`src/rtl/kst_pkg.sv`:
```
// kst_pkg: field widths, operation kinds and status codes of the keyed slot table.
// No dependencies; used by every file under rtl.
package kst_pkg;

   localparam int KIND_W   = 2;
   localparam int KEY_W    = 64;
   localparam int STATUS_W = 2;
   localparam int SLOT_W   = 3;
   localparam int STAMP_W  = 32;
   localparam int OCC_W    = 4;

   typedef enum logic [KIND_W-1:0] {
      KIND_INSERT = 2'd0,
      KIND_REMOVE = 2'd1,
      KIND_TOUCH  = 2'd2,
      KIND_LOOKUP = 2'd3
   } kind_type;

   typedef enum logic [STATUS_W-1:0] {
      STATUS_OK        = 2'd0,
      STATUS_ABSENT    = 2'd1,
      STATUS_EMPTY_KEY = 2'd2
   } status_type;

endpackage

```
`src/rtl/kst_store.sv`:
```
// kst_store: slot key/stamp storage, one write port and one registered read port.
// Per-slot valid bits are cleared by reset. Depends on kst_pkg.
module kst_store #(
   parameter  int SLOTS = 8,
   localparam int IDXW  = (SLOTS > 1) ? $clog2(SLOTS) : 1
) (
   input  logic                         clock,
   input  logic                         reset,
   input  logic [IDXW-1:0]              rd_addr,
   output logic                         rd_valid,
   output logic [kst_pkg::KEY_W-1:0]    rd_key,
   output logic [kst_pkg::STAMP_W-1:0]  rd_stamp,
   input  logic                         wr_en,
   input  logic [IDXW-1:0]              wr_addr,
   input  logic                         wr_valid,
   input  logic [kst_pkg::KEY_W-1:0]    wr_key,
   input  logic [kst_pkg::STAMP_W-1:0]  wr_stamp
);

   logic [kst_pkg::KEY_W-1:0]   key_mem   [SLOTS];
   logic [kst_pkg::STAMP_W-1:0] stamp_mem [SLOTS];
   logic [SLOTS-1:0]            valid_ff;

   logic                        rd_valid_ff;
   logic [kst_pkg::KEY_W-1:0]   rd_key_ff;
   logic [kst_pkg::STAMP_W-1:0] rd_stamp_ff;

   always_ff @(posedge clock) begin
      if (reset) begin
         valid_ff <= '0;
      end else if (wr_en) begin
         valid_ff[wr_addr] <= wr_valid;
      end
   end

   always_ff @(posedge clock) begin
      if (wr_en) begin
         key_mem[wr_addr]   <= wr_key;
         stamp_mem[wr_addr] <= wr_stamp;
      end
   end

   always_ff @(posedge clock) begin
      rd_valid_ff <= valid_ff[rd_addr];
      rd_key_ff   <= key_mem[rd_addr];
      rd_stamp_ff <= stamp_mem[rd_addr];
   end

   assign rd_valid = rd_valid_ff;
   assign rd_key   = rd_key_ff;
   assign rd_stamp = rd_stamp_ff;

endmodule

```
`src/rtl/kst_scan.sv`:
```
// kst_scan: shared compare unit, one slot per cycle while enabled: key match, first free slot, LRU slot.
// Depends on kst_pkg.
module kst_scan #(
   parameter  int SLOTS = 8,
   localparam int IDXW  = (SLOTS > 1) ? $clog2(SLOTS) : 1
) (
   input  logic                         clock,
   input  logic                         reset,
   input  logic                         clear,
   input  logic                         enable,
   input  logic [IDXW-1:0]              ent_idx,
   input  logic                         ent_valid,
   input  logic [kst_pkg::KEY_W-1:0]    ent_key,
   input  logic [kst_pkg::STAMP_W-1:0]  ent_stamp,
   input  logic [kst_pkg::KEY_W-1:0]    search_key,
   output logic                         match_found,
   output logic [IDXW-1:0]              match_idx,
   output logic [kst_pkg::STAMP_W-1:0]  match_stamp,
   output logic                         free_found,
   output logic [IDXW-1:0]              free_idx,
   output logic [IDXW-1:0]              lru_idx
);

   logic                        match_found_ff, match_found_in;
   logic                        free_found_ff, free_found_in;
   logic                        lru_have_ff, lru_have_in;
   logic [IDXW-1:0]             match_idx_ff, match_idx_in;
   logic [IDXW-1:0]             free_idx_ff, free_idx_in;
   logic [IDXW-1:0]             lru_idx_ff, lru_idx_in;
   logic [kst_pkg::STAMP_W-1:0] match_stamp_ff, match_stamp_in;
   logic [kst_pkg::STAMP_W-1:0] lru_stamp_ff, lru_stamp_in;
   logic                        key_eq;
   logic                        stamp_lt;

   // the shared compare unit
   assign key_eq   = (ent_key == search_key);
   assign stamp_lt = (ent_stamp < lru_stamp_ff);

   always_comb begin
      match_found_in = match_found_ff;
      match_idx_in   = match_idx_ff;
      match_stamp_in = match_stamp_ff;
      free_found_in  = free_found_ff;
      free_idx_in    = free_idx_ff;
      lru_have_in    = lru_have_ff;
      lru_idx_in     = lru_idx_ff;
      lru_stamp_in   = lru_stamp_ff;
      if (clear) begin
         match_found_in = 1'b0;
         free_found_in  = 1'b0;
         lru_have_in    = 1'b0;
      end else if (enable) begin
         if (!match_found_ff && ent_valid && key_eq) begin
            match_found_in = 1'b1;
            match_idx_in   = ent_idx;
            match_stamp_in = ent_stamp;
         end
         if (!free_found_ff && !ent_valid) begin
            free_found_in = 1'b1;
            free_idx_in   = ent_idx;
         end
         // strict less-than keeps the lowest index on ties
         if (ent_valid && (!lru_have_ff || stamp_lt)) begin
            lru_have_in  = 1'b1;
            lru_idx_in   = ent_idx;
            lru_stamp_in = ent_stamp;
         end
      end
   end

   always_ff @(posedge clock) begin
      if (reset) begin
         match_found_ff <= 1'b0;
         free_found_ff  <= 1'b0;
         lru_have_ff    <= 1'b0;
      end else begin
         match_found_ff <= match_found_in;
         free_found_ff  <= free_found_in;
         lru_have_ff    <= lru_have_in;
      end
   end

   always_ff @(posedge clock) begin
      match_idx_ff   <= match_idx_in;
      match_stamp_ff <= match_stamp_in;
      free_idx_ff    <= free_idx_in;
      lru_idx_ff     <= lru_idx_in;
      lru_stamp_ff   <= lru_stamp_in;
   end

   assign match_found = match_found_ff;
   assign match_idx   = match_idx_ff;
   assign match_stamp = match_stamp_ff;
   assign free_found  = free_found_ff;
   assign free_idx    = free_idx_ff;
   assign lru_idx     = lru_idx_ff;

endmodule

```
`src/rtl/keyed_slot_table_lru_top.sv`:
```
// keyed_slot_table_lru_top: fully associative keyed slot table with use-stamp LRU replacement.
// Requests are taken only while idle, so one item runs at a time; the slot scan reads one entry
//   per cycle through the single registered read port of kst_store into the shared compare unit.
//   An empty key skips the scan and goes straight to the finish step.
// Reset (synchronous): all slots empty, use counter and occupied count zero; no clearing pass.
// Depends on kst_pkg, kst_store, kst_scan.
module keyed_slot_table_lru_top #(
   parameter int SLOTS = 8
) (
   input  logic                           clock,
   input  logic                           reset,
   input  logic                           req_valid,
   output logic                           req_ready,
   input  logic [kst_pkg::KIND_W-1:0]     req_kind,
   input  logic [kst_pkg::KEY_W-1:0]      req_key,
   output logic                           rsp_valid,
   input  logic                           rsp_ready,
   output logic [kst_pkg::STATUS_W-1:0]   rsp_status,
   output logic [kst_pkg::SLOT_W-1:0]     rsp_slot,
   output logic [kst_pkg::STAMP_W-1:0]    rsp_stamp,
   output logic [kst_pkg::OCC_W-1:0]      rsp_occupied
);

   localparam int IDXW = (SLOTS > 1) ? $clog2(SLOTS) : 1;
   localparam int CNTW = $clog2(SLOTS + 1);   // holds 0..SLOTS

   typedef enum logic [2:0] {
      ST_IDLE = 3'b001,
      ST_SCAN = 3'b010,
      ST_FIN  = 3'b100
   } state_type;

   state_type state_ff, state_in;

   // item registers
   kst_pkg::kind_type           kind_ff, kind_in;
   logic [kst_pkg::KEY_W-1:0]   key_ff, key_in;

   // scan sequencer: issue counter and read-pending stage
   logic [CNTW-1:0]             iss_ff, iss_in;
   logic                        pend_ff, pend_in;
   logic [IDXW-1:0]             pend_idx_ff, pend_idx_in;
   logic                        issuing;

   // table-wide state
   logic [kst_pkg::STAMP_W-1:0] ctr_ff, ctr_in;
   logic [CNTW-1:0]             occ_ff, occ_in;

   // result register
   logic                          rsp_valid_ff, rsp_valid_in;
   logic [kst_pkg::STATUS_W-1:0]  rsp_status_ff, rsp_status_in;
   logic [kst_pkg::SLOT_W-1:0]    rsp_slot_ff, rsp_slot_in;
   logic [kst_pkg::STAMP_W-1:0]   rsp_stamp_ff, rsp_stamp_in;
   logic [kst_pkg::OCC_W-1:0]     rsp_occ_ff, rsp_occ_in;

   logic                        req_xfer;
   logic                        can_load;
   logic                        fin_go;

   // store and scan unit connections
   logic [IDXW-1:0]             rd_addr;
   logic                        rd_valid;
   logic [kst_pkg::KEY_W-1:0]   rd_key;
   logic [kst_pkg::STAMP_W-1:0] rd_stamp;
   logic                        wr_en;
   logic [IDXW-1:0]             wr_addr;
   logic                        wr_valid;
   logic [kst_pkg::STAMP_W-1:0] wr_stamp;
   logic                        match_found;
   logic [IDXW-1:0]             match_idx;
   logic [kst_pkg::STAMP_W-1:0] match_stamp;
   logic                        free_found;
   logic [IDXW-1:0]             free_idx;
   logic [IDXW-1:0]             lru_idx;

   // result composition
   logic [IDXW-1:0]             ins_idx;
   logic [kst_pkg::STAMP_W-1:0] ctr_next;
   logic [31:0]                 slot_wide;
   logic [31:0]                 occ_wide;

   assign req_ready = (state_ff == ST_IDLE);
   assign req_xfer  = req_valid && req_ready;
   assign can_load  = !rsp_valid_ff || rsp_ready;
   assign fin_go    = (state_ff == ST_FIN) && can_load;
   assign issuing   = (state_ff == ST_SCAN) && (iss_ff < CNTW'(SLOTS));
   assign rd_addr   = issuing ? iss_ff[IDXW-1:0] : '0;
   assign ctr_next  = ctr_ff + 32'd1;

   // insert target: matching slot, else lowest free slot, else LRU slot
   always_comb begin
      priority if (match_found) begin
         ins_idx = match_idx;
      end else if (free_found) begin
         ins_idx = free_idx;
      end else begin
         ins_idx = lru_idx;
      end
   end

   kst_store #(
      .SLOTS (SLOTS)
   ) u_store (
      .clock    (clock),
      .reset    (reset),
      .rd_addr  (rd_addr),
      .rd_valid (rd_valid),
      .rd_key   (rd_key),
      .rd_stamp (rd_stamp),
      .wr_en    (wr_en),
      .wr_addr  (wr_addr),
      .wr_valid (wr_valid),
      .wr_key   (key_ff),
      .wr_stamp (wr_stamp)
   );

   kst_scan #(
      .SLOTS (SLOTS)
   ) u_scan (
      .clock       (clock),
      .reset       (reset),
      .clear       (req_xfer),
      .enable      (pend_ff),
      .ent_idx     (pend_idx_ff),
      .ent_valid   (rd_valid),
      .ent_key     (rd_key),
      .ent_stamp   (rd_stamp),
      .search_key  (key_ff),
      .match_found (match_found),
      .match_idx   (match_idx),
      .match_stamp (match_stamp),
      .free_found  (free_found),
      .free_idx    (free_idx),
      .lru_idx     (lru_idx)
   );

   // sequencer
   always_comb begin
      state_in    = state_ff;
      kind_in     = kind_ff;
      key_in      = key_ff;
      iss_in      = iss_ff;
      pend_in     = 1'b0;
      pend_idx_in = pend_idx_ff;
      unique case (state_ff)
         ST_IDLE: begin
            if (req_xfer) begin
               kind_in  = kst_pkg::kind_type'(req_kind);
               key_in   = req_key;
               iss_in   = '0;
               // empty key skips the scan
               state_in = (req_key == '0) ? ST_FIN : ST_SCAN;
            end
         end
         ST_SCAN: begin
            if (issuing) begin
               iss_in      = iss_ff + CNTW'(1);
               pend_in     = 1'b1;
               pend_idx_in = iss_ff[IDXW-1:0];
            end else begin
               // last entry is evaluated at this edge
               state_in = ST_FIN;
            end
         end
         ST_FIN: begin
            if (can_load) begin
               state_in = ST_IDLE;
            end
         end
         default: begin
            state_in = ST_IDLE;
         end
      endcase
   end

   // finish: table write, counter, occupied count and result
   always_comb begin
      wr_en         = 1'b0;
      wr_addr       = match_idx;
      wr_valid      = 1'b1;
      wr_stamp      = ctr_next;
      ctr_in        = ctr_ff;
      occ_in        = occ_ff;
      rsp_status_in = kst_pkg::STATUS_OK;
      slot_wide     = '0;
      rsp_stamp_in  = '0;
      if (key_ff == '0) begin
         rsp_status_in = kst_pkg::STATUS_EMPTY_KEY;
      end else if (kind_ff == kst_pkg::KIND_INSERT) begin
         wr_en        = fin_go;
         wr_addr      = ins_idx;
         slot_wide    = 32'(ins_idx);
         rsp_stamp_in = ctr_next;
         if (fin_go) begin
            ctr_in = ctr_next;
            if (!match_found && free_found) begin
               occ_in = occ_ff + CNTW'(1);
            end
         end
      end else if (!match_found) begin
         rsp_status_in = kst_pkg::STATUS_ABSENT;
      end else begin
         slot_wide = 32'(match_idx);
         unique case (kind_ff)
            kst_pkg::KIND_REMOVE: begin
               wr_en    = fin_go;
               wr_valid = 1'b0;
               wr_stamp = '0;
               if (fin_go) begin
                  occ_in = occ_ff - CNTW'(1);
               end
            end
            kst_pkg::KIND_TOUCH: begin
               wr_en        = fin_go;
               rsp_stamp_in = ctr_next;
               if (fin_go) begin
                  ctr_in = ctr_next;
               end
            end
            default: begin
               // lookup
               rsp_stamp_in = match_stamp;
            end
         endcase
      end
      occ_wide    = 32'(occ_in);
      rsp_slot_in = slot_wide[kst_pkg::SLOT_W-1:0];
      rsp_occ_in  = occ_wide[kst_pkg::OCC_W-1:0];
   end

   // result register parts the two sides
   always_comb begin
      rsp_valid_in = rsp_valid_ff;
      if (fin_go) begin
         rsp_valid_in = 1'b1;
      end else if (rsp_ready) begin
         rsp_valid_in = 1'b0;
      end
   end

   always_ff @(posedge clock) begin
      if (reset) begin
         state_ff     <= ST_IDLE;
         iss_ff       <= '0;
         pend_ff      <= 1'b0;
         ctr_ff       <= '0;
         occ_ff       <= '0;
         rsp_valid_ff <= 1'b0;
      end else begin
         state_ff     <= state_in;
         iss_ff       <= iss_in;
         pend_ff      <= pend_in;
         ctr_ff       <= ctr_in;
         occ_ff       <= occ_in;
         rsp_valid_ff <= rsp_valid_in;
      end
   end

   always_ff @(posedge clock) begin
      kind_ff     <= kind_in;
      key_ff      <= key_in;
      pend_idx_ff <= pend_idx_in;
      if (fin_go) begin
         rsp_status_ff <= rsp_status_in;
         rsp_slot_ff   <= rsp_slot_in;
         rsp_stamp_ff  <= rsp_stamp_in;
         rsp_occ_ff    <= rsp_occ_in;
      end
   end

   assign rsp_valid    = rsp_valid_ff;
   assign rsp_status   = rsp_status_ff;
   assign rsp_slot     = rsp_slot_ff;
   assign rsp_stamp    = rsp_stamp_ff;
   assign rsp_occupied = rsp_occ_ff;

   // occupied count never exceeds the table size
   a_occ_bound: assert property (@(posedge clock) disable iff (reset)
      occ_ff <= CNTW'(SLOTS))
      else $error("occupied count above SLOTS");

   // occupied count and use counter only move at the finish step
   a_occ_fin: assert property (@(posedge clock) disable iff (reset)
      (!$past(reset) && ((occ_ff != $past(occ_ff)) || (ctr_ff != $past(ctr_ff))))
      |-> $past(fin_go))
      else $error("table state changed outside finish step");

   // a new result only appears after a finish step
   a_rsp_src: assert property (@(posedge clock) disable iff (reset)
      (!$past(reset) && $rose(rsp_valid_ff)) |-> $past(state_ff == ST_FIN))
      else $error("result raised without finish step");

   // scan reads stay inside the table, one per cycle after the first
   a_rd_range: assert property (@(posedge clock) disable iff (reset)
      issuing |-> (iss_ff < CNTW'(SLOTS)) && (pend_ff || (iss_ff == '0)))
      else $error("scan read out of range");

endmodule
```
`config.mk`:
```
export PLATFORM = sky130hd
export DESIGN_NAME = keyed_slot_table_lru_top
export DESIGN_NICKNAME = d
export VERILOG_FILES = /design/src/rtl/kst_pkg.sv /design/src/rtl/kst_store.sv /design/src/rtl/kst_scan.sv /design/src/rtl/keyed_slot_table_lru_top.sv
export SDC_FILE = /design/constraint.sdc
export NUM_CORES = 1
export LEC_CHECK = 0
export BUFFER_PORTS_ARGS = -buffer_cell sky130_fd_sc_hd__clkbuf_2
export CAP_MARGIN = 20
export CELL_PAD_IN_SITES_DETAIL_PLACEMENT = 1
export CELL_PAD_IN_SITES_GLOBAL_PLACEMENT = 1
export CORE_UTILIZATION = 50
export DETAILED_ROUTE_END_ITERATION = 8
export GPL_TIMING_DRIVEN = 0
export PLACE_DENSITY_LB_ADDON = 0.3
export SYNTH_ARGS = -nofsm -noshare
export SYNTH_HDL_FRONTEND = slang
export SYNTH_HIERARCHICAL = 1
export SYNTH_SLANG_ARGS = --single-unit
```
`constraint.sdc`:
```
create_clock -name clock -period 17.8 [get_ports clock]
set_input_delay 2.67 -clock clock [delete_from_list [all_inputs] [get_ports clock]]
set_output_delay 2.67 -clock clock [all_outputs]
set_load 0.02 [all_outputs]
```
---- Yosys cells after proc, flatten, opt, wreduce, memory -nomap -nowiden ----
Memories as Yosys holds them, arrays and structs flattened. A register that Yosys moved wholly into a read port is not among the register bits.
Index checks and enable logic that the tools add are counted.
storage, ports and cells
  output and inout bits ................... 43
  register bits ........................... 240
  RAM bits ................................ 768
  word-level logic and storage cells ...... 138
  memories kept ........................... 2
  input bits .............................. 70
memories
  memory             depth  bits a word  rd ports  clocked after Yosys merged registers in  wr ports  RTL line         RTL
  u_store.key_mem    8      64           1         1                                        1         kst_store.sv:20  logic [kst_pkg::KEY_W-1:0] key_mem [SLOTS];
  u_store.stamp_mem  8      32           1         1                                        1         kst_store.sv:21  logic [kst_pkg::STAMP_W-1:0] stamp_mem [SLOTS];
cells by class
  reduce and logical (&&, ||, !) cells .... 38
  eq/ne operators ......................... 10
  order comparisons ....................... 5
  bitwise operators ....................... 3
  add/subtract/negate cells ............... 4
  multiplexer cells ....................... 52
operator list
  operator                                             count
  2-to-1 mux 32 bit                                    10
  zero test 64 bit                                     2
  == test 64 bit                                       1
  one-hot mux 32 bit (2 select lines)                  1
  2-to-1 mux 4 bit                                     9
  2-to-1 mux 3 bit                                     11
  adder 32 x 1 -> 32 bit (second input constant)       1
  < comparator 32 bit                                  1
  AND reduction 3 bit                                  6
  2-to-1 mux 1 bit                                     16
  AND reduction 2 bit                                  5
  logical AND 1 bit                                    9
  one-hot mux 3 bit (3 select lines)                   1
  adder 4 x 1 -> 4 bit (second input constant)         2
  bitwise mux 8 bit                                    1
  < comparator 3 x 4 -> 1 bit (second input constant)  2
  one-hot mux 4 bit (2 select lines)                   1
  nonzero test 2 bit                                   4
  OR reduction 2 bit                                   4
  inequality test 2 bit (second input constant)        3
  zero test 1 bit                                      5
  < comparator 4 bit (second input constant)           1
  subtractor 4 x 1 -> 4 bit (second input constant)    1
  binary-select mux 1 bit (select 3 bit)               1
  other kinds (11)                                     14

---- Depth between registers and ports, before layout ----
  depth after elaboration ................. 9
  mapped depth ............................ 11
  depth with buffers taken out ............ 8

---- By module ----
The synthesis kept the hierarchy.
modules (own cells, without submodules)
  module                    sequential area each (um^2)  times used  area each (um^2)  cells each
  kst_store                 25164.1                      1           31186.2           1249
  keyed_slot_table_lru_top  4204.0                       1           7095.6            594
  kst_scan                  2252.2                       1           3955.0            303

---- Worst setup path before layout ----
Ideal clock, no wire load.
  path type ............................... input -> register
  start point ............................. input rsp_ready
  end point ............................... register u_store.valid_ff[0]
  path slack .............................. 3.456 ns
  arrival ................................. 14.220 ns
  data required time ...................... 17.676 ns
  cell stages on the path ................. 6
  buffers on the path ..................... 0
  library setup time ...................... 0.124 ns
  path through ............................ nand2b_1 > nand2_1 > nor3_1 > nor4b_1 > mux2i_1 > nor2_1
between the ends
  longest elaborated chain between the ends .. 6
ends and longest elaborated chain
  item                             RTL line                         RTL
  from (decl)                      keyed_slot_table_lru_top.sv:17   input logic rsp_ready,
  logical OR 1 bit *               keyed_slot_table_lru_top.sv:84   assign can_load = !rsp_valid_ff || rsp_ready;
  logical AND 1 bit *              keyed_slot_table_lru_top.sv:85   assign fin_go = (state_ff == ST_FIN) && can_load;
  2-to-1 mux 1 bit                 keyed_slot_table_lru_top.sv:204  unique case (kind_ff)
  2-to-1 mux 1 bit                 keyed_slot_table_lru_top.sv:200  end else if (!match_found) begin
  2-to-1 mux 1 bit *               keyed_slot_table_lru_top.sv:189  end else if (kind_ff == kst_pkg::KIND_INSERT) begin
  2-to-1 mux 1 bit *               keyed_slot_table_lru_top.sv:187  if (key_ff == '0) begin
  named net wr_en                  keyed_slot_table_lru_top.sv:65   logic wr_en;
  to (signal, indexed assignment)  kst_store.sv:32                  valid_ff[wr_addr] <= wr_valid;
  to (decl)                        kst_store.sv:22                  logic [SLOTS-1:0] valid_ff;
The timed path passes the listed nets; every way through them passes the cells marked *.
A chain may end at the register's enable or synchronous reset.

---- Worst setup path in the final report ----
  start point ............................. input rsp_ready
  end point ............................... memory u_store/key_mem[2][44] (netlist name) (enable)
between the ends
  longest elaborated chain between the ends .. 8
ends and longest elaborated chain
  item                                      RTL line                         RTL
  logical OR 1 bit *                        keyed_slot_table_lru_top.sv:84
  logical AND 1 bit *                       keyed_slot_table_lru_top.sv:85
  2-to-1 mux 1 bit                          keyed_slot_table_lru_top.sv:204
  2-to-1 mux 1 bit                          keyed_slot_table_lru_top.sv:200
  2-to-1 mux 1 bit *                        keyed_slot_table_lru_top.sv:189
  2-to-1 mux 1 bit *                        keyed_slot_table_lru_top.sv:187
  named net wr_en                           keyed_slot_table_lru_top.sv:65
  2-to-1 mux 1 bit *                        kst_store.sv:37                  if (wr_en) begin
  2-to-1 mux 1 bit (implied by the code) *  kst_store.sv:38                  key_mem[wr_addr] <= wr_key;
  to (decl)                                 kst_store.sv:20
Marked as above.

==> flow_metrics.env <==
export IMPL_status="complete, no violations"
export IMPL_criticalPathCategory="in2reg"
export IMPL_ys_ff_latch=1104
export IMPL_timing_fmax_mhz=199
export IMPL_layout_drive_gt1_share_pct=29.0
export IMPL_num_antenna_cells=0
export IMPL_max_cap_violations=0
export IMPL_finalHoldViolations=0
export IMPL_async_flop_share_pct=0
export IMPL_synth_edf_count=951
export IMPL_ir_worst_vdd_mv=0.110
export IMPL_pwr_share_comb_pct=1.8
export IMPL_globalRouteTotalUtil_pct=25.0
export IMPL_final_cell_count_no_fill=3662
export IMPL_sw_frac_of_total_pct=20.6
export IMPL_worstHoldPathType="reg2reg"
export IMPL_setup_slack_ns=12.79
export IMPL_rsz0062_at_grt="false"
export IMPL_avgSynthCellArea_um2=19.7
export IMPL_portBuffers=112
export IMPL_cts_resized=0
export IMPL_antenna_found_initial=2
export IMPL_fin_crit_sh_pct=28.2
export IMPL_slew_violations=0
export IMPL_clock_skew_ns=0.0577
export IMPL_io_pins=113
export IMPL_die_area_mm2=0.0856
export IMPL_cts_sinks=1104
export IMPL_clkTransAtPathRegs_ns=0.06
export IMPL_fin_crit_ns=5.01
export IMPL_synth_ff_type="edfxtp_1"
export IMPL_nets=2538
export IMPL_gp_congestion=0.839
export IMPL_nFillCells=7154
export IMPL_drc=0
export IMPL_wirelength_mm=106
export IMPL_multi_input_area_mm2=0.00990
export IMPL_routedWlPerCell_um=28.9
export IMPL_synthToLayoutAreaGrowth_pct=15.9
export IMPL_power_density_mw_per_mm2=112
export IMPL_worstSkewPairLatency_ns=0.71
export IMPL_grt_pass1_wl_mm=156
export IMPL_row_count=106
export IMPL_fin_tns_setup_ns=0
export IMPL_cts_tree="yes"
export IMPL_p_seq_share_pct=53.3
export IMPL_max_slew_margin_rel_pct=33.6
export IMPL_die_y_um=293
export IMPL_synth_distinct_cells=73
export IMPL_clock_path_buffers=3
export IMPL_holdBufCountCts=0
export IMPL_p_int_mw=4.34
export IMPL_setup_violations_final=0
export IMPL_yosysSeqAreaShare_pct=74.9
export IMPL_drt_iter0_drc=1783
export IMPL_initial_core_util_pct=50.5
export IMPL_timing_hold_ws_ns=0.454
export IMPL_drtAntennaViolNets=0
export IMPL_vias=21900
export IMPL_drt_pass1_iter_count=5
export IMPL_cts_buffers=110
export IMPL_arrival_ns=5.42
export IMPL_syn_num_nets=2254
export IMPL_preCtsSetupSlack_ns=11.15
export IMPL_vias_per_cell=5.98
export IMPL_syn_inst=2146
export IMPL_cp_max_fo=11
export IMPL_grt_max_degree=68
export IMPL_total_leakage_power_nw=15.7
export IMPL_ctsHtreeMaxLevel=3
export IMPL_synthesis_area_mm2=0.0422
export IMPL_switching_power_mw=1.13
export IMPL_yosys_warnings=6
export IMPL_required_ns=18.21
export IMPL_fp_coreArea_mm2=0.0837
export IMPL_start_kind="input pin"
export IMPL_cts_setup_buffers=0
export IMPL_gr_total_overflow=0
export IMPL_endpoint_kind="flop"
export IMPL_dp_cells=3450
export IMPL_dp_hpwl_mm=69.2
export IMPL_tightest_slew_ns=0.996
export IMPL_pwr_share_clk_pct=44.9
export IMPL_clockRootBuffer="clkbuf_16"
export IMPL_register_area_mm2=0.0316
export IMPL_grt_pass1_vias=23500
export IMPL_chipWidth_um=293
state kept, by name, summed over array words and instances (netlist names), 8 cells and up:
| register | cells |
|---|---|
| rsp_stamp | 32 |
| key_ff | 64 |
| ctr_ff | 32 |
| u_store/stamp_mem | 256 |
| u_store/rd_key | 64 |
| u_store/rd_stamp | 32 |
| u_store/valid_ff | 8 |
| u_scan/lru_stamp_ff | 32 |
| u_scan/match_stamp | 32 |
| u_store/key_mem | 512 |
cell usage after synthesis, drive strengths merged (26+ instances only):
library cell	n	area, um2
edfxtp	951	28600
or4	27	203
a21oi	55	275
inv	60	228
nor2	64	240
buf	55	414
ha	38	475
o31ai	26	195
nand4	38	253
nor4	48	358
o2bb2ai	31	272
xor2	60	526
mux4	194	4370
dfxtp	153	3060
mux2	105	1190
clkbuf	38	143
cell families (layout without fill, tap and decap cells):
logic type      Yosys count  after routing  synth area share (%)
buf+inv                 154            536                  1.87
flops                  1104           1104                  74.9
xor+xnor                 78             78                  1.62
compound gates          162            162                  2.75
mux                     307            307                  13.4
fa+ha+maj                38             38                  1.13
simple gates            303            303                  4.42
worst max-delay path, stage by stage:
cell and delay, ns:
clkbuf_2 0.10, nand2b_1 0.24, nand2_1 0.27, nor3_1 0.23, clkbuf_4 0.24, nor4bb_4 0.50, buf_8 0.24, buf_8 0.17
buf_8 0.17, buf_6 0.21, buf_8 0.18, buf_6 0.17
power groups by stage:
stage / clock network [mW] / logic (mW) / registers, mW
after CTS: 2.49 / 0.0977 / 2.91
after global placement: 0 / 0.0878 / 2.96
final: 2.46 / 0.0969 / 2.91
after global routing: 2.58 / 0.103 / 2.91
after floorplan: 0 / 0.0482 / 2.94
after detailed placement: 0 / 0.0968 / 2.97
final timing paths:
kind / end / cells after the start / slack (ns) / startpoint
worst max-delay path: u_store/key_mem[2][44]$_DFFE_PP_ / 12 / 12.79 / rsp_ready
worst min-delay path: u_scan/lru_stamp_ff[14]$_DFFE_PP_ / 0 / 0.45 / u_store/rd_stamp[14]$_DFF_P_
worst max register to register: u_store/key_mem[2][44]$_DFFE_PP_ / 13 / 12.80 / key_ff[5]$_DFFE_PP_
worst min register to register: u_scan/lru_stamp_ff[14]$_DFFE_PP_ / 0 / 0.45 / u_store/rd_stamp[14]$_DFF_P_
area by class of cell:
type                            count  area share [%]
Sequential cell                  1104            64.6
Multi-Input combinational cell    888            20.2
Clock buffer                      140            6.20
Tap cell                         1134            2.90
Timing Repair Buffer              172            2.69
Clock inverter                     70            1.75
Buffer                             93            1.14
Inverter                           61           0.514
stage by stage:
| step | instance area (um2) | power [mW] | utilization (%) |
|---|---|---|---|
| 5_1_grt | 49000 | 5.60 | 58.5 |
| 3_5_place_dp | 45000 | 3.06 | 53.8 |
| 2_1_floorplan | 42200 | 2.99 | - |
| 4_1_cts | 48900 | 5.50 | 58.5 |
| 3_3_place_gp | 44200 | 3.05 | 52.8 |
| 6_report | 49000 | 5.46 | 58.5 |
per-layer routing:
metal  track usage [%]  share of wire (%)  wire length (um)  vias up
li1                  -                  -                 -     9286
met3              3.39                5.1              5380      194
met5                 0              0.010                11        -
met4              9.02                3.5              3650        2
met2              42.9                 51             54000      758
met1              32.6                 40             42700    11600
placed cells by master, fill, tap and decap left out, drive strengths merged, types with 26 or more instances in the layout:
master     n
clkinv    47
o2bb2ai   31
a21oi     55
edfxtp   951
buf      114
inv       62
or4       27
nor4      48
mux4     194
dfxtp    153
clkbuf   291
nand4     38
xor2      60
mux2     105
ha        38
o31ai     26
nor2      64
(Power assumes the default switching activity.)
